### src/assert_macros.svh
// Assertion macros shared by the distance block's RTL.
// No dependencies; synthesis builds define SYNTH and get empty bodies.
`ifndef ASSERT_MACROS_SVH
`define ASSERT_MACROS_SVH
`ifndef SYNTH
`define ASSERT_NEVER(label, clk, rst_n, expr, msg) \
	label: assert property (@(posedge clk) disable iff (!rst_n) !(expr)) else $error(msg);
`define ASSERT_NEXT(label, clk, rst_n, ante, cons, msg) \
	label: assert property (@(posedge clk) disable iff (!rst_n) (ante) |=> (cons)) else $error(msg);
`else
`define ASSERT_NEVER(label, clk, rst_n, expr, msg)
`define ASSERT_NEXT(label, clk, rst_n, ante, cons, msg)
`endif
`endif

### src/wmed_pkg.sv
// Shared constants and types of the weighted masked distance block.
// No dependencies.
package wmed_pkg;
	localparam int unsigned FEATURE_COUNT_DEF = 4096;
	localparam int unsigned IDX_W = 12;
	localparam int unsigned VAL_W = 32;
	localparam int unsigned SCALE_W = 32;
	localparam int unsigned PROD_W = 64;
	localparam int unsigned ACC_W = 64;
	localparam int unsigned FRAC_SHIFT = 20;
	localparam int unsigned SHIFTED_W = PROD_W - FRAC_SHIFT;

	// queue between front and back; a power of two so pointers wrap
	localparam int unsigned QUEUE_DEPTH = 4;
	localparam int unsigned QPTR_W = $clog2(QUEUE_DEPTH);
	localparam int unsigned QCNT_W = $clog2(QUEUE_DEPTH + 1);

	localparam logic OP_LOAD = 1'b0;
	localparam logic OP_PAIR = 1'b1;

	localparam logic [VAL_W-1:0] POS_LIMIT = {1'b0, {(VAL_W-1){1'b1}}};
	localparam logic [VAL_W-1:0] NEG_LIMIT = {1'b1, {(VAL_W-1){1'b0}}};

	// one feature pair after table lookup: sign and magnitude of the difference
	typedef struct packed {
		logic               neg;
		logic [VAL_W-1:0]   mag;
		logic [SCALE_W-1:0] scale;
		logic               last;
	} pair_t;

	// finished sum handed to the square root unit
	typedef struct packed {
		logic [ACC_W-1:0] sum;
		logic             ovf;
	} root_req_t;
endpackage

### src/wmed_fifo.sv
// Short queue of looked-up feature pairs between front and back.
// Depends on wmed_pkg and assert_macros.svh.
`include "assert_macros.svh"
module wmed_fifo import wmed_pkg::*; (
	input  logic              clk,
	input  logic              arst_n,
	input  logic              push,
	input  pair_t             entry_in,
	input  logic              pop,
	output pair_t             entry_out,
	output logic              not_empty,
	output logic [QCNT_W-1:0] count
);
	pair_t              slots_q [QUEUE_DEPTH];
	logic [QPTR_W-1:0]  wr_ptr_q;
	logic [QPTR_W-1:0]  rd_ptr_q;
	logic [QCNT_W-1:0]  count_q;

	always_ff @(posedge clk or negedge arst_n) begin
		if (!arst_n) begin
			wr_ptr_q <= '0;
			rd_ptr_q <= '0;
			count_q  <= '0;
		end else begin
			if (push) begin
				wr_ptr_q <= wr_ptr_q + 1'b1;
			end
			if (pop) begin
				rd_ptr_q <= rd_ptr_q + 1'b1;
			end
			case ({push, pop})
				2'b10:   count_q <= count_q + 1'b1;
				2'b01:   count_q <= count_q - 1'b1;
				default: count_q <= count_q;
			endcase
		end
	end

	always_ff @(posedge clk) begin
		if (push) begin
			slots_q[wr_ptr_q] <= entry_in;
		end
	end

	assign entry_out = slots_q[rd_ptr_q];
	assign not_empty = count_q != '0;
	assign count     = count_q;

	`ASSERT_NEVER(q_no_overflow, clk, arst_n, push && (count_q == QCNT_W'(QUEUE_DEPTH)), "queue written while full")
	`ASSERT_NEVER(q_no_underflow, clk, arst_n, pop && (count_q == '0), "queue read while empty")
endmodule

### config.mk
export PLATFORM = sky130hd
export DESIGN_NAME = wmed_fifo
export DESIGN_NICKNAME = d
export VERILOG_FILES = /design/src/wmed_pkg.sv /design/src/wmed_fifo.sv
export VERILOG_INCLUDE_DIRS = /design/src /design/src/src
export SDC_FILE = /design/constraint.sdc
export NUM_CORES = 1
export LEC_CHECK = 0
export BUFFER_PORTS_ARGS = -buffer_cell sky130_fd_sc_hd__buf_2
export CAP_MARGIN = 40
export CORE_MARGIN = 4
export CORE_UTILIZATION = 35
export DETAILED_ROUTE_END_ITERATION = 12
export PLACE_DENSITY_LB_ADDON = 0.15
export SLEW_MARGIN = 20
export SYNTH_ARGS = -nofsm -noshare
export SYNTH_HDL_FRONTEND = slang
export SYNTH_SLANG_ARGS = --single-unit
### constraint.sdc
create_clock -name clk -period 5.8 [get_ports clk]
set_clock_uncertainty 0.15 [all_clocks]
set_input_delay 0.87 -clock clk [delete_from_list [all_inputs] [get_ports clk]]
set_output_delay 0.87 -clock clk [all_outputs]
set_load 0.01 [all_outputs]
# Yosys cells after proc, flatten, opt, wreduce, memory -nomap -nowiden
# Memories as Yosys holds them, arrays and structs flattened.
# Index checks and enable logic that the tools add are counted.
# W data, S select, Z words.
dict set report totals {
  wordCells 15
  latchBits 0
  output_inout_bits 70
  mem_bits_rw 264
  ff_bits 7
  input_bits 70
  mem_bits_ro 0
  n_memories 1
}
dict set report classes {
  bitwise 0
  multipliers 0
  n_eq_ne 2
  n_lt_le_gt_ge 0
  reduce_logical 2
  n_addsub 4
  div_mod_pow 0
  mux 3
  n_shift 0
}
# memory words word_bits rd rd_clocked_by_memory_dff wr line
set mem_list {}
lappend mem_list {slots_q 4 66 1 0 1 wmed_fifo.sv:14} ;# pair_t slots_q [QUEUE_DEPTH];
# op n
set ops {}
lappend ops {{$pmux W3 S2} 1}
lappend ops {{$add A2 B1 Y2 const B} 2}
lappend ops {{$add A3 B1 Y3 const B} 1}
lappend ops {{$reduce_bool A3 Y1} 1}
lappend ops {{$sub A3 B1 Y3 const B} 1}
lappend ops {{$eq A2 B1 Y1 const B} 1}
lappend ops {{$eq A2 B2 Y1 const B} 1}
lappend ops {{$mux W1} 2}
lappend ops {{$reduce_bool A2 Y1} 1}

# Longest topological paths before layout
dict set report depth {
  word_depth 2
  depth_mapped 7
  depth_no_buf 7
}

# Least setup slack after synthesis
# OpenSTA, ideal clock, no wires.
dict set report synth_timing {
  kind {input -> register}
  startpoint {input push}
  endpoint {memory slots_q[0][0] in the netlist's numbering, enable pin}
  path_slack_ns 2.798
  cell_stages 1
  n_path_buf 0
  arrival_time_ns 2.421
  setup_ns 0.431
  path_cell_list {and2_1}
}
dict set report synth_via {
  elab_chain_len 2
}
# element line
set synth_lines {}
lappend synth_lines {{from (decl)} wmed_fifo.sv:7} ;# input logic push,
lappend synth_lines {{$mux W1} wmed_fifo.sv:40} ;# if (push) begin
lappend synth_lines {{$mux W1 (implied by the code)} wmed_fifo.sv:41} ;# slots_q[wr_ptr_q] <= entry_in;
lappend synth_lines {{to (decl)} wmed_fifo.sv:14}
# Every way passes these cells.

==> impl_metrics.env <==
export IMPL_dieHeight_um=176
export IMPL_placeableCoreArea_um2=27900
export IMPL_pin_count_of_the_biggest_net_entering_global_routing=42
export IMPL_setup_viol=0
export IMPL_timing_worst_slew_pin_value_ps=706
export IMPL_grt_use_met2_pct=19.7
export IMPL_worstPathRequired_ps=4780
export IMPL_final_net_count=619
export IMPL_timing_final_crit_period_ps=3460
export IMPL_wire_per_inst_um=20.0
export IMPL_via_count_of_the_first_global_routing_pass=4948
export IMPL_clock_tree_htree_level_count=1
export IMPL_holdCritPathClass="in2async"
export IMPL_synth_seq_cells=271
export IMPL_max_slew_margin_rel_pct=53.0
export IMPL_viasPerCell=4.72
export IMPL_fin_crit_sh_pct=59.6
export IMPL_route_final_wire_length_um=18900
export IMPL_avgSynthCellArea_um2=26.2
export IMPL_cts_buffers_inserted=29
export IMPL_synth_nets=456
export IMPL_hold_viol_final=0
export IMPL_dr_total_vias=4453
export IMPL_run_status="finished, final reports clean"
export IMPL_antennaDiodeCount=0
export IMPL_timing_critical_path_cells="buf_4 > buf_16 > mux4_2 > buf_2"
export IMPL_synth_largest_area_cell="edfxtp_1"
export IMPL_grt_busiest_layer="met2"
export IMPL_clk_latency_ps=520
export IMPL_globalRouteMet1Util_pct=15.9
export IMPL_groute_layer_met3_usage_pct=3.68
export IMPL_rsz_0062_raised_after_global_routing="no"
export IMPL_netlist_instances=380
export IMPL_detailed_place_area_um2=11100
export IMPL_clock_tree_buffer_depth=3
export IMPL_gpl_final_weighted_congestion=0.672
export IMPL_timing_critical_path_from_type="register"
export IMPL_path_max_fanout=30
export IMPL_groute_usage_overall_pct=12.0
export IMPL_drt_drc_violations_left=0
export IMPL_cts_root_buf="clkbuf_16"
export IMPL_dr_pass1_iters=4
export IMPL_total_of_max_cap_violations=0
export IMPL_detail_route_iter0_violations=178
export IMPL_ratio_of_cells_with_drive_above_1_in_the_final_layout_pct=47.1
export IMPL_hpwl_um=11300
export IMPL_areaGrowthSynthToFinish_pct=23.2
export IMPL_final_area_um2=12200
export IMPL_post_cts_resize_count=0
export IMPL_numPortBuffers=139
export IMPL_floorplan_initialDensity_pct=35.7
export IMPL_antenna_found_initial=2
export IMPL_synth_sequential_area_ratio_pct=81.5
export IMPL_post_synth_top_area_fraction_pct=79.8
export IMPL_fin_tns_setup_ps=0
export IMPL_floorplan_rows=61
export IMPL_slowest_stage="dfrtp_4"
export IMPL_gr_total_overflow=0
export IMPL_final_max_slew_viol_count=0
export IMPL_crit_type="reg2out"
export IMPL_cts_tree="yes"
export IMPL_cts_hold_fix_buffers=0
export IMPL_power_density_cell_area_nw_per_um2=528
export IMPL_die_area_um2=31200
export IMPL_leakagePower_nw=4.20
export IMPL_io_pins=140
export IMPL_yosys_warnings=0
export IMPL_cts_post_setup_buffers_inserted=0
export IMPL_setup_reg_to_reg_worst_slack_ps=3770
export IMPL_grt_first_pass_wirelength_um=28700
export IMPL_drt_antenna_violating_nets=0
export IMPL_x_dimension_of_the_die_um=176
export IMPL_achievable_frequency_mhz=289
export IMPL_power_ir_vdd_worst_mv=0.251
export IMPL_synth_top_cells_by_area="edfxtp_1 (80%), mux4_2 (15%), dfrtp_1 (1.8%), ha_1 (0.63%), buf_12 (0.60%)"
export IMPL_max_stage_delay_ps=590
export IMPL_ys_types=19
export IMPL_data_arrival_time_of_the_critical_path_ps=2440
export IMPL_critPathCaptureType="output pin"
export IMPL_cts_clk_slew_worst_paths_ps=60
export IMPL_synth_cell_area_um2=9940
export IMPL_cts_num_sinks=271
cell families after synthesis:
| logic type | share of synthesized area [%] |
|---|---|
| DFF | 81.5 |
| adders and majority gates | 0.831 |
| buffers and inverters | 1.56 |
| AOI/OAI and AO/OA | 0.0503 |
| xor gates and xnor gates | 0.529 |
| and+or+nand+nor | 0.428 |
| muxes | 15.1 |
synth_stat cells (all sizes together):
master,count
mux4,66
edfxtp,264
fa,1
dfrtp,7
and2,4
inv,6
buf,15
xor2,4
xnor2,2
ha,5
or3,1
nor2,1
o21ai,1
nand2,2
mux2i,1
path summary, 6_finish.rpt:
kind / depth (start not counted) / start / to
min in group clk: 1 / count[2]$_DFFE_PN0P_ / count[2]$_DFFE_PN0P_
worst min register to register: 1 / count[2]$_DFFE_PN0P_ / count[2]$_DFFE_PN0P_
max in group asynchronous: 1 / arst_n / rd_ptr_q[1]$_DFFE_PN0P_
worst max register to register: 4 / wr_ptr_q[0]$_DFFE_PN0P_ / slots_q[2][37]$_DFFE_PP_
worst min-delay path: 1 / arst_n / count[2]$_DFFE_PN0P_
worst max-delay path: 4 / rd_ptr_q[0]$_DFFE_PN0P_ / entry_out[5]
cell type report:
| class | count | area (um^2) |
|---|---|---|
| Clock buffer | 39 | 813 |
| Clock inverter | 14 | 274 |
| Fill cell | 2408 | 15600 |
| Inverter | 6 | 22.5 |
| Multi-Input combinational cell | 88 | 1690 |
| Sequential cell | 271 | 8110 |
| Tap cell | 378 | 473 |
| Timing Repair Buffer | 147 | 861 |
per-layer routing:
metal,part of all wire (%),up-vias
met5,0.14,-
met4,1.6,4
met3,7.5,34
met2,48,142
met1,43,2329
li1,-,1944
layout by cell type, fill, tap and decap left out, types with 2 or more instances in the layout:
master      instances
buf_16              4
mux4_2             66
bufinv_16           8
inv_1               6
and2_4              4
buf_2             139
clkbuf_16          29
dfrtp_4             2
xor2_1              4
clkbuf_1            5
buf_4               2
buf_12              2
clkinv_2            3
xnor2_1             2
edfxtp_1          264
clkinvlp_4          2
nand2_1             2
ha_1                5
dfrtp_1             5
clkbuf_8            5
critical path: cells and delay by family, from the launching register on:
kind	cells	cell delay, ps
buf+inv	3	710
mux	1	580
flops	1	590
state kept, by name, summed over array words and instances (netlist names):
signal    flops
rd_ptr_q      2
wr_ptr_q      2
slots_q     264
count         3
per-stage QoR:
stage	total power, mW	std cells	utilization (%)	setup slack [ps]	hold slack (ps)
floorplan	3.85	380	-	2800	341
global placement	4.43	884	39.5	2620	315
detailed placement	4.51	889	39.9	2610	338
CTS	6.57	942	43.8	2040	0.616
global route	6.81	943	43.9	2160	9.53
finish	6.46	943	43.9	2340	24.6
power by group:
part / switching [mW] / total, mW / internal [mW]
sequential: 0.160 / 2.72 / 2.57
combinational: 0.878 / 1.69 / 0.814
clock: 0.710 / 2.04 / 1.33
total: 1.75 / 6.46 / 4.71
(Power assumes the default switching activity.)
