--- src/assert_macros.svh ---
// Assertion macros shared by the distance block's RTL.
// No dependencies; synthesis builds define SYNTH and get empty bodies.
`ifndef ASSERT_MACROS_SVH
`define ASSERT_MACROS_SVH
`ifndef SYNTH
`define ASSERT_NEVER(label, clk, rst_n, expr, msg) \
	label: assert property (@(posedge clk) disable iff (!rst_n) !(expr)) else $error(msg);
`define ASSERT_NEXT(label, clk, rst_n, ante, cons, msg) \
	label: assert property (@(posedge clk) disable iff (!rst_n) (ante) |=> (cons)) else $error(msg);
`else
`define ASSERT_NEVER(label, clk, rst_n, expr, msg)
`define ASSERT_NEXT(label, clk, rst_n, ante, cons, msg)
`endif
`endif

--- src/wmed_pkg.sv ---
// Shared constants and types of the weighted masked distance block.
// No dependencies.
package wmed_pkg;
	localparam int unsigned FEATURE_COUNT_DEF = 4096;
	localparam int unsigned IDX_W = 12;
	localparam int unsigned VAL_W = 32;
	localparam int unsigned SCALE_W = 32;
	localparam int unsigned PROD_W = 64;
	localparam int unsigned ACC_W = 64;
	localparam int unsigned FRAC_SHIFT = 20;
	localparam int unsigned SHIFTED_W = PROD_W - FRAC_SHIFT;

	// queue between front and back; a power of two so pointers wrap
	localparam int unsigned QUEUE_DEPTH = 4;
	localparam int unsigned QPTR_W = $clog2(QUEUE_DEPTH);
	localparam int unsigned QCNT_W = $clog2(QUEUE_DEPTH + 1);

	localparam logic OP_LOAD = 1'b0;
	localparam logic OP_PAIR = 1'b1;

	localparam logic [VAL_W-1:0] POS_LIMIT = {1'b0, {(VAL_W-1){1'b1}}};
	localparam logic [VAL_W-1:0] NEG_LIMIT = {1'b1, {(VAL_W-1){1'b0}}};

	// one feature pair after table lookup: sign and magnitude of the difference
	typedef struct packed {
		logic               neg;
		logic [VAL_W-1:0]   mag;
		logic [SCALE_W-1:0] scale;
		logic               last;
	} pair_t;

	// finished sum handed to the square root unit
	typedef struct packed {
		logic [ACC_W-1:0] sum;
		logic             ovf;
	} root_req_t;
endpackage

--- src/wmed_back.sv ---
// Back end: scale multiply, saturation, square and saturating accumulation.
// Depends on wmed_pkg and assert_macros.svh.
`include "assert_macros.svh"
module wmed_back import wmed_pkg::*; (
	input  logic      clk,
	input  logic      arst_n,
	input  logic      q_valid,
	input  pair_t     q_entry,
	output logic      q_pop,
	input  logic      root_idle,
	output logic      root_start,
	output root_req_t root_req
);
	logic                 adv;

	logic                 valid_s1;
	logic [PROD_W-1:0]    prod_s1;
	logic                 neg_s1;
	logic                 last_s1;

	logic                 valid_s2;
	logic [VAL_W-1:0]     sat_mag_s2;
	logic                 sat_s2;
	logic                 last_s2;

	logic                 valid_s3;
	logic [ACC_W-1:0]     sq_s3;
	logic                 sat_s3;
	logic                 last_s3;

	logic [ACC_W-1:0]     sum_q;
	logic                 ovf_q;

	logic [SHIFTED_W-1:0] shifted;
	logic [VAL_W-1:0]     limit;
	logic                 over;
	logic [ACC_W-1:0]     sq_c;
	logic [ACC_W:0]       acc_sum;
	logic [ACC_W-1:0]     sum_next;
	logic                 ovf_next;

	// hold the whole back end while a finished sum waits for the root unit
	assign adv   = !(valid_s3 && last_s3 && !root_idle);
	assign q_pop = adv && q_valid;

	assign shifted = prod_s1[PROD_W-1:FRAC_SHIFT];
	assign limit   = neg_s1 ? NEG_LIMIT : POS_LIMIT;
	assign over    = shifted > SHIFTED_W'(limit);
	assign sq_c    = ACC_W'(sat_mag_s2) * ACC_W'(sat_mag_s2);

	assign acc_sum  = {1'b0, sum_q} + {1'b0, sq_s3};
	assign sum_next = acc_sum[ACC_W] ? '1 : acc_sum[ACC_W-1:0];
	assign ovf_next = ovf_q || sat_s3 || acc_sum[ACC_W];

	assign root_start   = adv && valid_s3 && last_s3;
	assign root_req.sum = sum_next;
	assign root_req.ovf = ovf_next;

	always_ff @(posedge clk or negedge arst_n) begin
		if (!arst_n) begin
			valid_s1 <= 1'b0;
			valid_s2 <= 1'b0;
			valid_s3 <= 1'b0;
			sum_q    <= '0;
			ovf_q    <= 1'b0;
		end else if (adv) begin
			valid_s1 <= q_pop;
			valid_s2 <= valid_s1;
			valid_s3 <= valid_s2;
			if (valid_s3) begin
				// clear the sum once a vector comparison ends
				sum_q <= last_s3 ? '0 : sum_next;
				ovf_q <= last_s3 ? 1'b0 : ovf_next;
			end
		end
	end

	always_ff @(posedge clk) begin
		if (adv) begin
			prod_s1    <= PROD_W'(q_entry.mag) * PROD_W'(q_entry.scale);
			neg_s1     <= q_entry.neg;
			last_s1    <= q_entry.last;
			sat_mag_s2 <= over ? limit : shifted[VAL_W-1:0];
			sat_s2     <= over;
			last_s2    <= last_s1;
			sq_s3      <= sq_c;
			sat_s3     <= sat_s2;
			last_s3    <= last_s2;
		end
	end

	`ASSERT_NEXT(sum_cleared_after_last, clk, arst_n, root_start, (sum_q == '0) && !ovf_q, "sum not cleared after a result")
endmodule

--- config.mk ---
export PLATFORM = sky130hd
export DESIGN_NAME = wmed_back
export DESIGN_NICKNAME = d
export VERILOG_FILES = /design/src/wmed_pkg.sv /design/src/wmed_back.sv
export VERILOG_INCLUDE_DIRS = /design/src /design/src/src
export SDC_FILE = /design/constraint.sdc
export NUM_CORES = 2
export LEC_CHECK = 0
export BUFFER_PORTS_ARGS = -buffer_cell sky130_fd_sc_hd__clkbuf_2
export CORE_UTILIZATION = 70
export CTS_BUF_LIST = sky130_fd_sc_hd__clkbuf_8
export DETAILED_ROUTE_END_ITERATION = 10
export MAX_ROUTING_LAYER = met4
export PLACE_DENSITY = 0.89
export SLEW_MARGIN = 20
export SYNTH_ARGS = -nofsm -noshare
export SYNTH_HDL_FRONTEND = slang
export SYNTH_SLANG_ARGS = --single-unit
export TNS_END_PERCENT = 10
--- constraint.sdc ---
create_clock -name clk -period 13.8 [get_ports clk]
set_input_delay 1.38 -clock clk [delete_from_list [all_inputs] [get_ports clk]]
set_output_delay 1.38 -clock clk [all_outputs]
set_load 0.005 [all_outputs]
# Yosys cells after proc, flatten, opt, wreduce, memory -nomap -nowiden
# Index checks and enable logic that the tools add are counted.
[op_classes] bitwise_logic=1 mux=5 reduce_logical=10 n_mul=2 add_sub_neg=1 magnitude_cmp=1
[ops] cell="32-bit by 32-bit multiplier with 64-bit output" count=2
[ops] cell="64-bit two-way mux" count=2
[ops] cell="64-bit by 64-bit adder with 65-bit output" count=1
[ops] cell="32-bit two-way mux" count=2
[ops] cell="44-bit by 32-bit greater-than comparator with 1-bit output" count=1
[ops] cell="1-bit logical AND" count=5
[ops] cell="1-bit zero test" count=2
[ops] cell="1-bit logical OR" count=2
[ops] cell="2-bit AND reduction" count=1
[ops] cell="1-bit two-way mux" count=1
[ops] cell="1-bit NOT" count=1
[word_totals] ff_bits=234 wordCells=34

# Logic depth before layout (Yosys ltp)
[depth] ltp_word=5 ltp_mapped=30

# Worst setup path before layout
# Ideal clock, no wire load.
[synth_path] path_type="input port to flip-flop" startpoint="in q_entry[6] (netlist bit)" endpoint="reg prod_s1[57] (data pin)" cell_stages=25 path_slack_ns=5.400 required_ns=13.532 arrival_time_ns=8.132 n_path_buf=1 path_cell_list="clkbuf_1 > and2_1 > fa_1 > fa_1 > fa_1 > inv_1 > fa_1 > inv_1 > fa_1 > fa_1 > fa_1 > inv_1 > fa_1 > inv_1 > ha_1 > nand2_1 > nor2_1 > or4b_1 > o21a_1 > o311ai_4 > o31a_2 > o21ai_2 > o21a_1 > o311ai_2 > xor2_1"
[synth_via] elab_chain_len=1
[synth_lines] item="start: declaration" line_no="wmed_back.sv:8" text="input pair_t q_entry,"
[synth_lines] item="32-bit by 32-bit multiplier with 64-bit output" line_no="wmed_back.sv:80" text="prod_s1 <= PROD_W'(q_entry.mag) * PROD_W'(q_entry.scale);"
[synth_lines] item="end signal: assignment" line_no="wmed_back.sv:80"
[synth_lines] item="end: declaration" line_no="wmed_back.sv:17" text="logic [PROD_W-1:0] prod_s1;"
# Every way passes these cells.
# A chain may end at the register's enable or synchronous reset.

# Worst setup path in the final report
[layout_path] startpoint="in q_entry[40] (netlist bit)" endpoint="reg prod_s1[59] (data pin)"
# Same word-level chain as after synthesis.

==> impl_results.md <==
- IO Port Bufs: approximately 140
- I/O pins: 137
- Crit share post-route: 0.675
- Chip height: roughly 330 um
- Worst R2R Setup Slack: 4.80 ns
- Mapped Cells: a little under 8000
- GP Congestion: 0.981
- RSZ-0062 raised after global routing: no
- FMAX: 0.107 GHz
- Min Tclk post-route: just over 9 ns
- YS warnings: 0
- Total negative setup slack: 0 ns
- Largest net degree at the start of global routing: 80
- Count of pins over their slew limit: 0
- Final hold vios: 0
- Clk buf depth: 3
- Worst clock skew: slightly below 0.05 ns
- Row cnt: between 100 and 150
- Slowest cell on crit path: clkbuf_2
- Post-Route WL: 196000 um
- Hold crit path type: reg -> reg
- Area Overhead vs Synth: 2.92%
- Post CTS Setup Buffer Count: 0
- Via count: 55100
- Clk_lat worst skew: slightly above 0.6 ns
- Cell taking the most area after synthesis: fa_1
- CP Launch Type: input pin
- Xor/xnor share of the synthesized area: 0.0243
- GR Overflow Total: 0
- DRC violations left: 0
- Slew @ Worst Pin: 1.12 ns
- Critical path class: in -> reg
- Clk root buf: clkbuf_8
- HP Start: sat_s2
- Detail Placement HPWL: 154000 um
- Mapped Nets: 10300
- Post-synth ARST share: 0.319
- Fillcell total: about 7000
- Die ar.: 108000 um2
- Synth Flop Type: edfxtp_1
- Synth Area in Simple Gates: 0.143
- Reg2reg start: sat_mag_s2[9]
- Total track usage: 0.391
- Non-Filler Instances: 9174
- CTS Buf Count: 37
- Count leader, synth: inv_1
- Worst path max stage delay: 0.68 ns
- R2r endpoint: sq_s3[61]
- Mux contribution to synthesized area: 0.00609
- CTS tree: yes
- Max cap viols: 0
- Die Wd: 328 um
- Clock-pin slew on the worst setup and hold paths: 0.06 ns
- Final layout net count: around 10000
- Synth area leaders: fa_1 45%, ha_1 11%, inv_1 9.5%, and2_1 6.9%, edfxtp_1 5.9%
- CP arrival: a little under 10 ns
- Initial antenna violation count: 4
- Core Region: 105000 um2
- Status: finished clean
- R2R cell count: 22
- Via density: 6.00
- H-tree depth: 2
- Post-DRT Antenna Nets: 0
- Worst-path fanout max: 32
- Worst path bufs/invs: 4
- EDFF count, synth: 145
- DR iter-0 viols: ~4500
- Placed insts: 9099
- First-pass GRT wire length: 317000 um
- Largest family of logic cells by synthesized area: adder cells
- Drt first pass iters: 6
- Vias in the first global route: 61400
- Complex-gate fraction of the synthesized area: 0.0661
- Starting density of the core: 0.707
- Resized cells post-CTS: 0
- Seq/Total Area, Yosys: 0.0814
- Synth Area in Adders: 0.564
- # clock sinks: between 200 and 250
- Synth cell types: 85
- Critical Path RT: 14.14 ns
- Hold-critical path depth: 0
- WL/cell: 21.3 um
- Largest delay contributor family on the critical path: adder cells
- Share of cells above drive strength 1: 0.0412
- Top cell by count, worst path: fa_1
- Area fraction of the dominant cell type after synthesis: 0.454
- Synthesized area: approximately 74000 um2
- Setup Viol. Count Final: 0
- Most common library cells after synthesis: 1889 x inv_1, 1687 x fa_1, 869 x nand2_1
- Critical Path, Cell by Cell: clkbuf_2, nand2_1, fa_1, inv_1, fa_1, fa_1, inv_1, fa_1, inv_1, fa_1, ha_1, fa_1, fa_1, ha_1, a21oi_1, o21ai_0, a2111oi_0, o211ai_1, a221oi_2, o21ai_1, nand3b_1, nand2_1, or4_1, o311ai_0
- Hold Buf Count CTS: 0
- Relative slew margins: 0.256
- Setup crit end kind: flop
- WHS: 0.420 ns
- Seq cells post-synth: 213
- Hold Path End: sat_s3
- Avg Inst Size Synth: 9.41 um2
stage by stage:
step / setup slack [ns] / util / cell area, um2
after floorplan: 5.40 / - / 74400
after global placement: 4.24 / 0.719 / 75700
after detailed placement: 3.97 / 0.719 / 75700
after CTS: 4.62 / 0.727 / 76500
after global routing: 4.23 / 0.727 / 76500
final: 4.49 / 0.727 / 76500
layer usage:
metal	vias up	track usage	wire, um
li1	23500	-	-
met1	27400	0.465	69700
met2	3351	0.625	92200
met3	878	0.0935	22200
met4	0	0.191	11700
met5	-	-	0
worst max-delay path by stage:
stage,startpoint,to,slack [ns],cells past startpoint
final,q_entry[40],prod_s1[59],4.49,24
after global routing,q_entry[40],prod_s1[60],4.23,24
after CTS,q_entry[40],prod_s1[59],4.62,24
after detailed placement,q_entry[40],prod_s1[59],3.97,24
after global placement,q_entry[40],prod_s1[56],4.24,24
after floorplan,q_entry[6],prod_s1[57],5.40,25
cell usage in the layout (no fill, tap or decap), types with 9 or more instances in the layout:
cell type  instances
a211oi_1          10
a21boi_0          13
a21o_1           115
a21oi_1          205
a221o_1            9
a22o_1            47
a31o_2            16
a31oi_1           28
a41oi_1           11
and2_1           818
and3_1            22
buf_4             47
clkbuf_2         135
clkbuf_8          38
dfrtp_1           68
edfxtp_1         145
fa_1            1687
ha_1             656
inv_1           1897
mux2_2            34
nand2_1          869
nand2b_1          37
nand3_1           49
nand4_1           66
nor2_1           139
nor2b_1           24
nor3_1            28
nor4_1            11
o211ai_1          12
o21a_1            24
o21ai_0          101
o21ai_1           10
o21bai_1          39
o31ai_1           12
or2_2             11
xnor2_1          112
xor2_1            94
worst register-to-register path: stages (launching register included):
cell       delay, ns
edfxtp_1        0.33
buf_4           0.39
inv_1           0.45
nor2_1          0.34
fa_1            0.49
fa_1            0.56
inv_1           0.06
fa_1            0.49
fa_1            0.51
inv_1           0.06
fa_1            0.56
fa_1            0.44
fa_1            0.52
fa_1            0.45
ha_1            0.47
nand3_1         0.14
a2111oi_2       0.67
o211ai_1        0.43
a31oi_1         0.47
nand2_1         0.15
o31ai_1         0.33
a21oi_1         0.14
xnor2_1         0.36
kinds of logic after synthesis:
kind of cell,Yosys count
AOI/OAI and AO/OA,726
xor gates and xnor gates,206
adders and majority gates,2343
buffers and inverters,2268
DFF,213
muxes,41
and+or+nand+nor,2107
registers in the layout, summed over array words and instances (netlist names):
name        flops
sat_mag_s2     32
valid_s2        1
valid_s1        1
last_s3         1
neg_s1          1
prod_s1        44
sat_s3          1
last_s2         1
sat_s2          1
sum_q          64
last_s1         1
valid_s3        1
ovf_q           1
sq_s3          63
layout make-up:
cell class | instances | area (um2) | share of cell area
diodes | 8 | 20.0 | 0.000262
clock buffers | 38 | 523 | 0.00683
clock inverters | 29 | 265 | 0.00347
inverters | 1889 | 7090 | 0.0926
multi-input cells | 5423 | 59800 | 0.781
flip-flops and latches | 213 | 6060 | 0.0791
well taps | 1391 | 1740 | 0.0227
repair buffers | 183 | 1030 | 0.0135
Power is left out: the tool's default activity adds up to more than one toggle a clock period on the data nets, which glitch-free logic cannot reach.
