$ cat src/assert_macros.svh
// Assertion macros shared by the distance block's RTL.
// No dependencies; synthesis builds define SYNTH and get empty bodies.
`ifndef ASSERT_MACROS_SVH
`define ASSERT_MACROS_SVH
`ifndef SYNTH
`define ASSERT_NEVER(label, clk, rst_n, expr, msg) \
	label: assert property (@(posedge clk) disable iff (!rst_n) !(expr)) else $error(msg);
`define ASSERT_NEXT(label, clk, rst_n, ante, cons, msg) \
	label: assert property (@(posedge clk) disable iff (!rst_n) (ante) |=> (cons)) else $error(msg);
`else
`define ASSERT_NEVER(label, clk, rst_n, expr, msg)
`define ASSERT_NEXT(label, clk, rst_n, ante, cons, msg)
`endif
`endif

$ cat src/wmed_pkg.sv
// Shared constants and types of the weighted masked distance block.
// No dependencies.
package wmed_pkg;
	localparam int unsigned FEATURE_COUNT_DEF = 4096;
	localparam int unsigned IDX_W = 12;
	localparam int unsigned VAL_W = 32;
	localparam int unsigned SCALE_W = 32;
	localparam int unsigned PROD_W = 64;
	localparam int unsigned ACC_W = 64;
	localparam int unsigned FRAC_SHIFT = 20;
	localparam int unsigned SHIFTED_W = PROD_W - FRAC_SHIFT;

	// queue between front and back; a power of two so pointers wrap
	localparam int unsigned QUEUE_DEPTH = 4;
	localparam int unsigned QPTR_W = $clog2(QUEUE_DEPTH);
	localparam int unsigned QCNT_W = $clog2(QUEUE_DEPTH + 1);

	localparam logic OP_LOAD = 1'b0;
	localparam logic OP_PAIR = 1'b1;

	localparam logic [VAL_W-1:0] POS_LIMIT = {1'b0, {(VAL_W-1){1'b1}}};
	localparam logic [VAL_W-1:0] NEG_LIMIT = {1'b1, {(VAL_W-1){1'b0}}};

	// one feature pair after table lookup: sign and magnitude of the difference
	typedef struct packed {
		logic               neg;
		logic [VAL_W-1:0]   mag;
		logic [SCALE_W-1:0] scale;
		logic               last;
	} pair_t;

	// finished sum handed to the square root unit
	typedef struct packed {
		logic [ACC_W-1:0] sum;
		logic             ovf;
	} root_req_t;
endpackage

$ cat src/wmed_sqrt.sv
// Bit-pair floor square root of the 64-bit sum, plus the result register.
// Depends on wmed_pkg and assert_macros.svh.
`include "assert_macros.svh"
module wmed_sqrt import wmed_pkg::*; (
	input  logic             clk,
	input  logic             arst_n,
	input  logic             start,
	input  root_req_t        req,
	output logic             idle,
	output logic             out_valid,
	input  logic             out_ready,
	output logic [VAL_W-1:0] dist_res,
	output logic             saturated
);
	typedef enum logic [1:0] {
		ST_IDLE,
		ST_RUN,
		ST_HOLD
	} state_t;

	state_t           state_q;
	logic             out_valid_q;
	logic [VAL_W-1:0] dist_res_q;
	logic             saturated_q;

	logic [ACC_W-1:0] rem_q;
	logic [ACC_W-1:0] root_q;
	logic [ACC_W-1:0] bit_q;
	logic             ovf_q;

	logic [ACC_W-1:0] trial;
	logic [ACC_W:0]   rem_diff;
	logic             take;
	logic [ACC_W-1:0] rem_nx;
	logic [ACC_W-1:0] root_nx;
	logic             out_free;
	logic             load_out;

	// root and bit never share a set bit, so OR forms their sum
	assign trial    = root_q | bit_q;
	assign rem_diff = {1'b0, rem_q} - {1'b0, trial};
	assign take     = !rem_diff[ACC_W];
	assign rem_nx   = take ? rem_diff[ACC_W-1:0] : rem_q;
	assign root_nx  = take ? ((root_q >> 1) | bit_q) : (root_q >> 1);
	assign out_free = !out_valid_q || out_ready;
	assign load_out = out_free && (((state_q == ST_RUN) && bit_q[0]) || (state_q == ST_HOLD));

	assign idle      = state_q == ST_IDLE;
	assign out_valid = out_valid_q;
	assign dist_res  = dist_res_q;
	assign saturated = saturated_q;

	always_ff @(posedge clk or negedge arst_n) begin
		if (!arst_n) begin
			state_q     <= ST_IDLE;
			out_valid_q <= 1'b0;
			dist_res_q  <= '0;
			saturated_q <= 1'b0;
		end else begin
			if (load_out) begin
				out_valid_q <= 1'b1;
			end else if (out_valid_q && out_ready) begin
				out_valid_q <= 1'b0;
			end
			unique case (state_q)
				ST_IDLE: begin
					if (start) begin
						state_q <= ST_RUN;
					end
				end
				ST_RUN: begin
					if (bit_q[0]) begin
						if (out_free) begin
							dist_res_q  <= root_nx[VAL_W-1:0];
							saturated_q <= ovf_q;
							state_q     <= ST_IDLE;
						end else begin
							state_q <= ST_HOLD;
						end
					end
				end
				ST_HOLD: begin
					if (out_free) begin
						dist_res_q  <= root_q[VAL_W-1:0];
						saturated_q <= ovf_q;
						state_q     <= ST_IDLE;
					end
				end
				default: state_q <= ST_IDLE;
			endcase
		end
	end

	always_ff @(posedge clk) begin
		if (idle && start) begin
			rem_q  <= req.sum;
			root_q <= '0;
			bit_q  <= ACC_W'(1) << (ACC_W - 2);
			ovf_q  <= req.ovf;
		end else if (state_q == ST_RUN) begin
			rem_q  <= rem_nx;
			root_q <= root_nx;
			bit_q  <= bit_q >> 2;
		end
	end

	// the final remainder never reaches 2*root+1, else the root is too small
	`ASSERT_NEVER(root_rem_bound, clk, arst_n, (state_q == ST_RUN) && bit_q[0] && (rem_nx > {root_nx[ACC_W-2:0], 1'b0}), "square root remainder out of range")
endmodule

$ cat config.mk
export PLATFORM = sky130hd
export DESIGN_NAME = wmed_sqrt
export DESIGN_NICKNAME = d
export VERILOG_FILES = /design/src/wmed_pkg.sv /design/src/wmed_sqrt.sv
export VERILOG_INCLUDE_DIRS = /design/src /design/src/src
export SDC_FILE = /design/constraint.sdc
export NUM_CORES = 1
export LEC_CHECK = 0
export BUFFER_PORTS_ARGS = -buffer_cell sky130_fd_sc_hd__clkbuf_2
export CAP_MARGIN = 20
export CORE_MARGIN = 1.5
export CORE_UTILIZATION = 35
export DETAILED_ROUTE_END_ITERATION = 7
export SLEW_MARGIN = 10
export SYNTH_ARGS = -nofsm -noshare
export SYNTH_HDL_FRONTEND = slang
export SYNTH_SLANG_ARGS = --single-unit
$ cat constraint.sdc
create_clock -name clk -period 14.6 [get_ports clk]
set_clock_uncertainty 0.1 [all_clocks]
set_input_delay 2.19 -clock clk [delete_from_list [all_inputs] [get_ports clk]]
set_output_delay 2.19 -clock clk [all_outputs]
set_load 0.005 [all_outputs]
**After elaboration in Yosys (flattened, before gate mapping)**

Cells that the tools add are included.

- Flip-flop bits (word level): 197
- Bits of input ports: 69

- $add $sub $neg: 1
- Bitwise logic cells: 2
- Reductions and logical operators: 15
- Equality and inequality tests: 7
- Muxes and demuxes: 18

Operator list:

| kind | count |
|---|---|
| 64-bit 2-to-1 mux | 3 |
| 32-bit 2-to-1 mux | 3 |
| 64-bit by 64-bit subtractor with 65-bit output | 1 |
| 64-bit by 63-bit OR with 64-bit output | 1 |
| 32-bit one-hot mux with 2 select lines | 1 |
| 63-bit 2-to-1 mux | 1 |
| 63-bit OR | 1 |
| 2-bit 2-to-1 mux | 4 |
| 2-bit != test, second input constant | 4 |
| 2-bit one-hot mux with 3 select lines | 1 |
| 2-bit nonzero test | 3 |
| 1-bit logical AND | 4 |
| 1-bit 2-to-1 mux | 4 |
| 2-bit AND reduction | 2 |
| 4-bit AND reduction | 1 |
| 3-bit AND reduction | 1 |
| 2-bit by 1-bit equality test with 1-bit output, second input constant | 1 |
| 2-bit equality test, second input constant | 1 |
| 2-bit zero test | 1 |
| 1-bit logical OR | 2 |
| 2-bit by 1-bit != test with 1-bit output, second input constant | 1 |
| 1-bit one-hot mux with 2 select lines | 1 |
| 1-bit zero test | 1 |

**Depth between registers and ports, before layout**

Gate-level depths: netlist (run 1).

- Word-level depth: 6
- Depth in mapped cells: 14
- Depth with buffers taken out: 12

**Worst setup path before layout (run 1)**

OpenSTA, ideal clock, no wires.

- Path kind: register -> register
- Start: reg bit_q[0]
- End: reg rem_q[0], enable pin
- Data required time: 14.077 ns
- Clock period less this slack: 5.288 ns
- Stages on the path, launching flop included: 14
- Setup slack: 9.312 ns
- Path buffers: 1
- Data arrival time: 4.765 ns
- Cell sequence: dfxtp_1 -> or2_2 -> ha_1 -> fa_1 -> and2b_1 -> o211ai_1 -> a311o_1 -> a2111o_1 -> a2111oi_4 -> o21ai_2 -> o31ai_4 -> buf_2 -> nand2_1 -> nand2_1

- Longest elaborated chain between the ends: 4

Ends and longest elaborated chain:

| item | RTL line | RTL |
|---|---|---|
| start: declaration | wmed_sqrt.sv:28 | `logic [ACC_W-1:0] bit_q;` |
| start signal: assignment | wmed_sqrt.sv:98 | `bit_q <= ACC_W'(1) << (ACC_W - 2);` |
| start signal: assignment | wmed_sqrt.sv:103 | `bit_q <= bit_q >> 2;` |
| 64-bit by 63-bit OR with 64-bit output | wmed_sqrt.sv:40 | `assign trial = root_q \| bit_q;` |
| 64-bit by 64-bit subtractor with 65-bit output | wmed_sqrt.sv:41 | `assign rem_diff = {1'b0, rem_q} - {1'b0, trial};` |
| 2-bit by 1-bit != test with 1-bit output (no source line) | n/a |  |
| 2-bit AND reduction (no source line) | n/a |  |
| end signal: assignment | wmed_sqrt.sv:96 | `rem_q <= req.sum;` |
| end signal: assignment | wmed_sqrt.sv:101 | `rem_q <= rem_nx;` |
| end: declaration | wmed_sqrt.sv:26 | `logic [ACC_W-1:0] rem_q;` |

Every way passes these cells.
A chain may end at the register's enable or synchronous reset.

**Final worst setup path (run 1)**

- Start: reg bit_q[0]
- End: reg rem_q[48], enable pin

The elaborated chain is that of the path after synthesis.

==> metrics.txt, run 1 <==
# TYPE chip_impl_metric gauge
chip_impl_metric{name="grt-ovfl-total",unit=""} 0
chip_impl_info{name="run_status",value="finished, final reports clean"} 1
chip_impl_info{name="cts_root_buffer",value="sky130_fd_sc_hd__clkbuf_16"} 1
chip_impl_info{name="timing.hold.worst_endpoint",value="saturated"} 1
chip_impl_metric{name="detailroute.via_count",unit=""} 10600
chip_impl_metric{name="routed_via_density",unit=""} 5.37
chip_impl_metric{name="post_cts.repair.setup_buffers",unit=""} 0
chip_impl_metric{name="worst_slew_margin_rel",unit="%"} 30.6
chip_impl_metric{name="yosysWarningCount",unit=""} 0
chip_impl_metric{name="finalSetupViolCount",unit=""} 0
chip_impl_metric{name="async_reset_ff_share",unit="%"} 18.4
chip_impl_info{name="dominant_cell_type_by_count_on_the_critical_path",value="sky130_fd_sc_hd__buf_4"} 1
chip_impl_metric{name="ys_types",unit=""} 61
chip_impl_metric{name="netlist_instances",unit=""} 1476
chip_impl_info{name="hold_path_class",value="reg -> reg"} 1
chip_impl_info{name="cts_tree",value="yes"} 1
chip_impl_metric{name="worstMarginPinSlew",unit="ps"} 1020
chip_impl_info{name="synthTopCellsByArea",value="sky130_fd_sc_hd__edfxtp_1 (17%), sky130_fd_sc_hd__dfxtp_1 (16%), sky130_fd_sc_hd__a21oi_1 (11%)"} 1
chip_impl_info{name="yosys.area.top_type",value="sky130_fd_sc_hd__edfxtp_1"} 1
chip_impl_metric{name="clock_sink_count",unit=""} 196
chip_impl_metric{name="max_stage_delay",unit="ps"} 610
chip_impl_metric{name="postSynthNetCount",unit=""} 1609
chip_impl_metric{name="ctsLongestPathBuffers",unit=""} 2
chip_impl_info{name="cp_top_family",value="compound AO/OA/AOI/OAI gates"} 1
chip_impl_metric{name="synth_edf_count",unit=""} 65
chip_impl_info{name="layout_commonest_cell",value="sky130_fd_sc_hd__a21oi_1"} 1
chip_impl_metric{name="mappedNetlistArea",unit="sq um"} 11700
chip_impl_metric{name="critPathArrivalTime",unit="ps"} 5630
chip_impl_metric{name="worst_setup_hold_path_clk_slew",unit="ps"} 80
chip_impl_metric{name="htree_num_levels",unit=""} 4
chip_impl_metric{name="post_synthesis_register_bit_count",unit=""} 196
chip_impl_info{name="postSynth.topFlopCell",value="sky130_fd_sc_hd__dfxtp_1"} 1
chip_impl_metric{name="gr-usage-all-layers",unit="%"} 20.0
chip_impl_metric{name="num-nets-final",unit=""} 1648
chip_impl_metric{name="hold_violations",unit=""} 0
chip_impl_metric{name="r2r_slack",unit="ps"} 8950
chip_impl_info{name="rr_startpoint",value="bit_q[0]"} 1
chip_impl_info{name="cpMaxStageDelayCell",value="sky130_fd_sc_hd__nand2_2"} 1
chip_impl_metric{name="first_pass_iters",unit=""} 5
chip_impl_metric{name="drt_wl_total",unit="microns"} 34000
chip_impl_metric{name="grt_max_degree",unit=""} 95
chip_impl_metric{name="start_util",unit="%"} 35.8
chip_impl_metric{name="drt-wirelength-per-cell",unit="microns"} 17.2
chip_impl_metric{name="dr.first_iter.drc_count",unit=""} 795
chip_impl_metric{name="rows",unit=""} 66
chip_impl_info{name="hp-start",value="ovf_q"} 1
chip_impl_metric{name="final_min_period_over_clock_period",unit="%"} 38.7
chip_impl_metric{name="io-pin-count",unit=""} 104
chip_impl_metric{name="fillerInstances",unit=""} 3371
chip_impl_metric{name="die_h",unit="microns"} 186
chip_impl_metric{name="timing_max_transition_violations_final",unit=""} 0
chip_impl_info{name="most-common-layout-cells",value="sky130_fd_sc_hd__a21oi_1 (264), sky130_fd_sc_hd__nand2_1 (244), sky130_fd_sc_hd__nor2_1 (159), sky130_fd_sc_hd__clkbuf_2 (103), sky130_fd_sc_hd__dfxtp_1 (95)"} 1
chip_impl_metric{name="fp.dieArea",unit="sq um"} 34700
chip_impl_metric{name="cts_buffers",unit=""} 17
chip_impl_metric{name="drc",unit=""} 0
chip_impl_metric{name="setup_total_negative_slack",unit="ps"} 0
chip_impl_metric{name="post_layout_util",unit="%"} 40.2
chip_impl_metric{name="ant_diodes",unit=""} 0
chip_impl_info{name="worst_setup_path_start_kind",value="flop"} 1
chip_impl_info{name="worst-setup-path-type",value="reg -> reg"} 1
chip_impl_metric{name="synth_top_cell_area_share",unit="%"} 16.6
chip_impl_info{name="r2r-end",value="rem_q[48]"} 1
chip_impl_metric{name="antenna_found_initial",unit=""} 0
chip_impl_info{name="endpoint_kind",value="flop"} 1
chip_impl_metric{name="maxCapViolations",unit=""} 0
chip_impl_metric{name="place.gp.congestion",unit=""} 0.889
chip_impl_metric{name="placeableCoreArea",unit="sq um"} 32800
chip_impl_metric{name="ant_nets",unit=""} 0
chip_impl_metric{name="port_buffers",unit=""} 103
chip_impl_metric{name="final_layout_size_suffix_gt1_share",unit="%"} 10.5
chip_impl_metric{name="syn_area_per_cell",unit="sq um"} 7.95
chip_impl_metric{name="reg2reg_depth",unit=""} 14
chip_impl_metric{name="number_of_global_route_vias_before_repair",unit=""} 9971
chip_impl_metric{name="cts_hold_buffers",unit=""} 0
chip_impl_metric{name="achievable-frequency",unit="MHz"} 177
chip_impl_metric{name="clock_insertion_delay_worst_skew",unit="ps"} 450
chip_impl_metric{name="grt_first_pass_wirelength",unit="microns"} 54100
chip_impl_metric{name="synthToLayoutAreaGrowth",unit="%"} 12.4
chip_impl_metric{name="die_w",unit="microns"} 186
chip_impl_metric{name="min_period",unit="ps"} 5650
chip_impl_metric{name="worst-endpoint-required",unit="ps"} 14580
chip_impl_info{name="grt_setup_unrepaired",value="false"} 1
chip_impl_info{name="path_cells",value="or2_2 > ha_1 > fa_1 > and2b_1 > o211ai_1 > a311o_1 > a2111o_1 > a2111oi_4 > o21ai_2 > o31ai_4 > buf_4 > nand2_1 > nand2_2 > buf_4"} 1
chip_impl_metric{name="post_cts_resized",unit=""} 0
chip_impl_metric{name="portion_of_the_post_synthesis_area_used_by_sequential_elements",unit="%"} 40.5
chip_impl_metric{name="critPathMaxFanout",unit=""} 35
chip_impl_metric{name="place.detailed.hpwl",unit="microns"} 24400
chip_impl_metric{name="hold_depth",unit=""} 2
chip_impl_metric{name="critical_path.n_buffers_inverters",unit=""} 2
==> stage by stage <==
step           hold slack (ps)  cells  setup WS, ps  cell area, sq um
3_3_place_gp               331   1936          9020             12500
5_1_grt                    397   1970          8620             13200
3_5_place_dp               344   1936          8890             12500
6_report                   353   1970          8950             13200
4_1_cts                    365   1968          8870             13100
2_1_floorplan              315   1476          9310             11700
==> sequential cells by signal, summed over array words and instances, names as in the netlist <==
signal	cells
dist_res	32
root_q	63
out_valid	1
rem_q	64
state_q	2
bit_q	32
ovf_q	1
saturated	1
==> worst max-delay path by stage <==
stage                   from   endpoint  slack [ps]  cells past startpoint
finish              bit_q[0]  rem_q[48]        8950                     14
global route        bit_q[0]  rem_q[45]        8620                     14
CTS                 bit_q[0]  rem_q[45]        8870                     14
detailed placement  bit_q[0]  rem_q[59]        8890                     14
global placement    bit_q[0]  rem_q[57]        9020                     14
floorplan           bit_q[0]   rem_q[0]        9310                     13
==> final cells by class <==
| class | count | area (sq um) | area share (%) |
|---|---|---|---|
| multi-input combinational | 1133 | 6450 | 48.9 |
| clock buffer | 19 | 475 | 3.60 |
| tap | 442 | 553 | 4.19 |
| timing repair buffer | 114 | 631 | 4.78 |
| clock inverter | 13 | 131 | 0.996 |
| sequential | 196 | 4750 | 36.0 |
| inverter | 53 | 200 | 1.52 |
==> cells by family (layout without fill, tap and decap cells) <==
| group | Yosys count | in the layout | synth area share, % |
|---|---|---|---|
| AND/OR/NAND/NOR | 513 | 513 | 18.5 |
| AO/OA/AOI/OAI | 500 | 500 | 25.1 |
| multiplexers | 4 | 4 | 0.341 |
| flip-flops | 196 | 196 | 40.5 |
| buffers and inverters | 147 | 199 | 4.82 |
| adder cells (fa/ha/maj) | 64 | 64 | 6.88 |
| XOR/XNOR | 52 | 52 | 3.88 |
==> synth_stat cells (all sizes together), types with 5 or more instances <==
master / instances
xnor2: 31
nand4: 29
a211oi: 11
dfxtp: 95
nor2: 159
a31oi: 20
o21bai: 18
and2: 5
inv: 53
dfrtp: 36
o21ai: 95
o21a: 11
clkbuf: 83
nor2b: 9
nand2: 246
o211ai: 5
nor3: 16
nand2b: 11
edfxtp: 65
and3: 10
buf: 11
xor2: 21
a21oi: 264
a21o: 25
nand3: 12
o31ai: 5
a221o: 15
ha: 63
==> tightest hold or removal path, delay by kind of cell (launching register included) <==
family	cells	cell delay [ps]
and+or+nand+nor	2	90
DFF	1	330
==> layer usage <==
layer / vias to the layer above / wire length (microns) / GRT usage, %
met2: 277 / 15900 / 33.5
li1: 5304 / - / -
met4: 0 / 518 / 5.10
met3: 28 / 1600 / 2.84
met5: - / 0 / 0
met1: 4974 / 15900 / 27.0
Power of run 1 is left out: the tool's default activity adds up to more than one toggle a clock period on the data nets, which glitch-free logic cannot reach.
==> inputs of run 2 (changes only) <==
==> constraint.sdc (replaced) <==
create_clock -name clk -period 5.06 [get_ports clk]
set_clock_uncertainty 0.1 [all_clocks]
set_input_delay 0.759 -clock clk [delete_from_list [all_inputs] [get_ports clk]]
set_output_delay 0.759 -clock clk [all_outputs]
set_load 0.005 [all_outputs]
==> run 2 against run 1 <==
Compared with the run above:
- largest cell class unchanged
- global-route usage is 0.31 points lower
- cell area increased by 0.15%
- final cell count up 0.15%
- setup slack lost 8600 ps
- first-iteration DRC count is 17% lower
==> metrics.txt, run 2 (synthesis results as in run 1) <==
# TYPE chip_impl_metric gauge
chip_impl_metric{name="rows",unit=""} 66
chip_impl_metric{name="first_pass_iters",unit=""} 6
chip_impl_info{name="run_status",value="finished, final reports clean"} 1
chip_impl_metric{name="placeableCoreArea",unit="sq um"} 32800
chip_impl_info{name="regMostFlops",value="rem_q"} 1
chip_impl_metric{name="dr.first_iter.drc_count",unit=""} 662
chip_impl_metric{name="die_w",unit="microns"} 186
chip_impl_metric{name="hold_violations",unit=""} 0
chip_impl_metric{name="num-nets-final",unit=""} 1651
chip_impl_info{name="grt_setup_unrepaired",value="false"} 1
chip_impl_metric{name="ant_nets",unit=""} 0
chip_impl_metric{name="fp.dieArea",unit="sq um"} 34700
chip_impl_metric{name="achievable-frequency",unit="MHz"} 214
chip_impl_metric{name="grt_max_degree",unit=""} 84
chip_impl_metric{name="drt_wl_total",unit="microns"} 33600
chip_impl_metric{name="gr-usage-all-layers",unit="%"} 19.7
chip_impl_metric{name="post_cts_resized",unit=""} 0
chip_impl_metric{name="ctsLongestPathBuffers",unit=""} 2
chip_impl_info{name="endpoint_kind",value="flop"} 1
chip_impl_metric{name="critPathMaxFanout",unit=""} 34
chip_impl_metric{name="cts_buffers",unit=""} 17
chip_impl_metric{name="place.detailed.hpwl",unit="microns"} 24300
chip_impl_metric{name="die_h",unit="microns"} 186
chip_impl_info{name="layout_commonest_cell",value="sky130_fd_sc_hd__a21oi_1"} 1
chip_impl_metric{name="synthToLayoutAreaGrowth",unit="%"} 12.5
chip_impl_metric{name="worst-endpoint-required",unit="ps"} 5340
chip_impl_metric{name="drt-wirelength-per-cell",unit="microns"} 17.0
chip_impl_metric{name="antenna_found_initial",unit=""} 0
chip_impl_metric{name="maxCapViolations",unit=""} 0
chip_impl_metric{name="critPathArrivalTime",unit="ps"} 4940
chip_impl_metric{name="start_util",unit="%"} 35.8
chip_impl_metric{name="drc",unit=""} 0
chip_impl_metric{name="timing_max_transition_violations_final",unit=""} 0
chip_impl_metric{name="htree_num_levels",unit=""} 4
chip_impl_metric{name="routed_via_density",unit=""} 5.38
chip_impl_metric{name="worstMarginPinSlew",unit="ps"} 967
chip_impl_info{name="registers_with_the_most_flip_flops",value="rem_q: 64 flops, root_q: 63 flops"} 1
chip_impl_metric{name="clock_sink_count",unit=""} 196
chip_impl_metric{name="io-pin-count",unit=""} 104
chip_impl_metric{name="number_of_global_route_vias_before_repair",unit=""} 9948
chip_impl_metric{name="worst_setup_hold_path_clk_slew",unit="ps"} 80
chip_impl_metric{name="port_buffers",unit=""} 103
chip_impl_info{name="cts_tree",value="yes"} 1
chip_impl_metric{name="post_cts.repair.setup_buffers",unit=""} 0
chip_impl_metric{name="fillerInstances",unit=""} 3411
chip_impl_info{name="hold_path_class",value="in -> async"} 1
chip_impl_info{name="most-common-layout-cells",value="sky130_fd_sc_hd__a21oi_1 (264), sky130_fd_sc_hd__nand2_1 (244), sky130_fd_sc_hd__nor2_1 (159), sky130_fd_sc_hd__clkbuf_2 (103), sky130_fd_sc_hd__dfxtp_1 (95)"} 1
chip_impl_metric{name="ant_diodes",unit=""} 0
chip_impl_metric{name="final_layout_size_suffix_gt1_share",unit="%"} 10.7
chip_impl_metric{name="place.gp.congestion",unit=""} 0.878
chip_impl_info{name="cts_root_buffer",value="sky130_fd_sc_hd__clkbuf_16"} 1
chip_impl_metric{name="grt-ovfl-total",unit=""} 0
chip_impl_metric{name="min_period",unit="ps"} 4670
chip_impl_metric{name="setup_total_negative_slack",unit="ps"} 0
chip_impl_metric{name="worst_slew_margin_rel",unit="%"} 35.5
chip_impl_metric{name="cts_hold_buffers",unit=""} 0
chip_impl_metric{name="clock_insertion_delay_worst_skew",unit="ps"} 440
chip_impl_metric{name="detailroute.via_count",unit=""} 10600
chip_impl_metric{name="final_min_period_over_clock_period",unit="%"} 92.3
chip_impl_metric{name="largest_register_ff_count",unit=""} 64
chip_impl_metric{name="grt_first_pass_wirelength",unit="microns"} 53300
chip_impl_metric{name="finalSetupViolCount",unit=""} 0
chip_impl_info{name="worst_setup_path_start_kind",value="flop"} 1
chip_impl_info{name="worst-setup-path-type",value="reg -> reg"} 1
-- run 2: layout make-up --
cell class,count,area [sq um],area share [%]
Clock inverter,14,161,1.22
Tap cell,442,553,4.19
Multi-Input combinational cell,1133,6450,48.8
Timing Repair Buffer,117,646,4.89
Sequential cell,196,4750,36.0
Inverter,53,200,1.52
Clock buffer,18,450,3.41
-- run 2: stage by stage --
stage,setup WS [ps],util [%],area [sq um],std cells,hold WS (ps)
2_1_floorplan,366,-,11700,1476,315
3_3_place_gp,491,38.4,12600,1941,353
3_5_place_dp,445,38.4,12600,1941,357
4_1_cts,389,40.3,13200,1973,370
5_1_grt,159,40.3,13200,1973,378
6_report,390,40.3,13200,1973,356
-- run 2: worst max-delay path: stages, from the launching register on --
cell                        delay [ps]
sky130_fd_sc_hd__dfxtp_1           340
sky130_fd_sc_hd__or2_2             280
sky130_fd_sc_hd__ha_1              210
sky130_fd_sc_hd__fa_1              400
sky130_fd_sc_hd__and2b_1           220
sky130_fd_sc_hd__o211ai_1          130
sky130_fd_sc_hd__a311o_1           390
sky130_fd_sc_hd__a2111o_1          490
sky130_fd_sc_hd__a2111oi_4         440
sky130_fd_sc_hd__o21ai_2           210
sky130_fd_sc_hd__o31ai_4           260
sky130_fd_sc_hd__buf_4             440
sky130_fd_sc_hd__and3_1            230
sky130_fd_sc_hd__buf_4             240
sky130_fd_sc_hd__a221o_1           190
-- run 2: per-layer routing --
layer | vias to the layer above | track usage (%) | routed length, microns
li1 | 5306 | - | -
met1 | 5012 | 27.5 | 15900
met2 | 272 | 31.6 | 15500
met3 | 33 | 2.98 | 1690
met4 | 0 | 5.23 | 554
met5 | - | 0 | 0
-- run 2: path summary, 6_finish.rpt --
path                                 to        from  depth (start not counted)  slack [ps]
hold reg to reg              root_q[33]  root_q[34]                          2         370
max in group asynchronous    state_q[0]      arst_n                          1        3890
setup reg to reg           dist_res[26]    bit_q[0]                         14         390
min in group clk             root_q[33]  root_q[34]                          2         370
hold / removal             dist_res[13]      arst_n                          1         360
setup / recovery           dist_res[26]    bit_q[0]                         14         390
Power of run 2 is left out for the same reason.
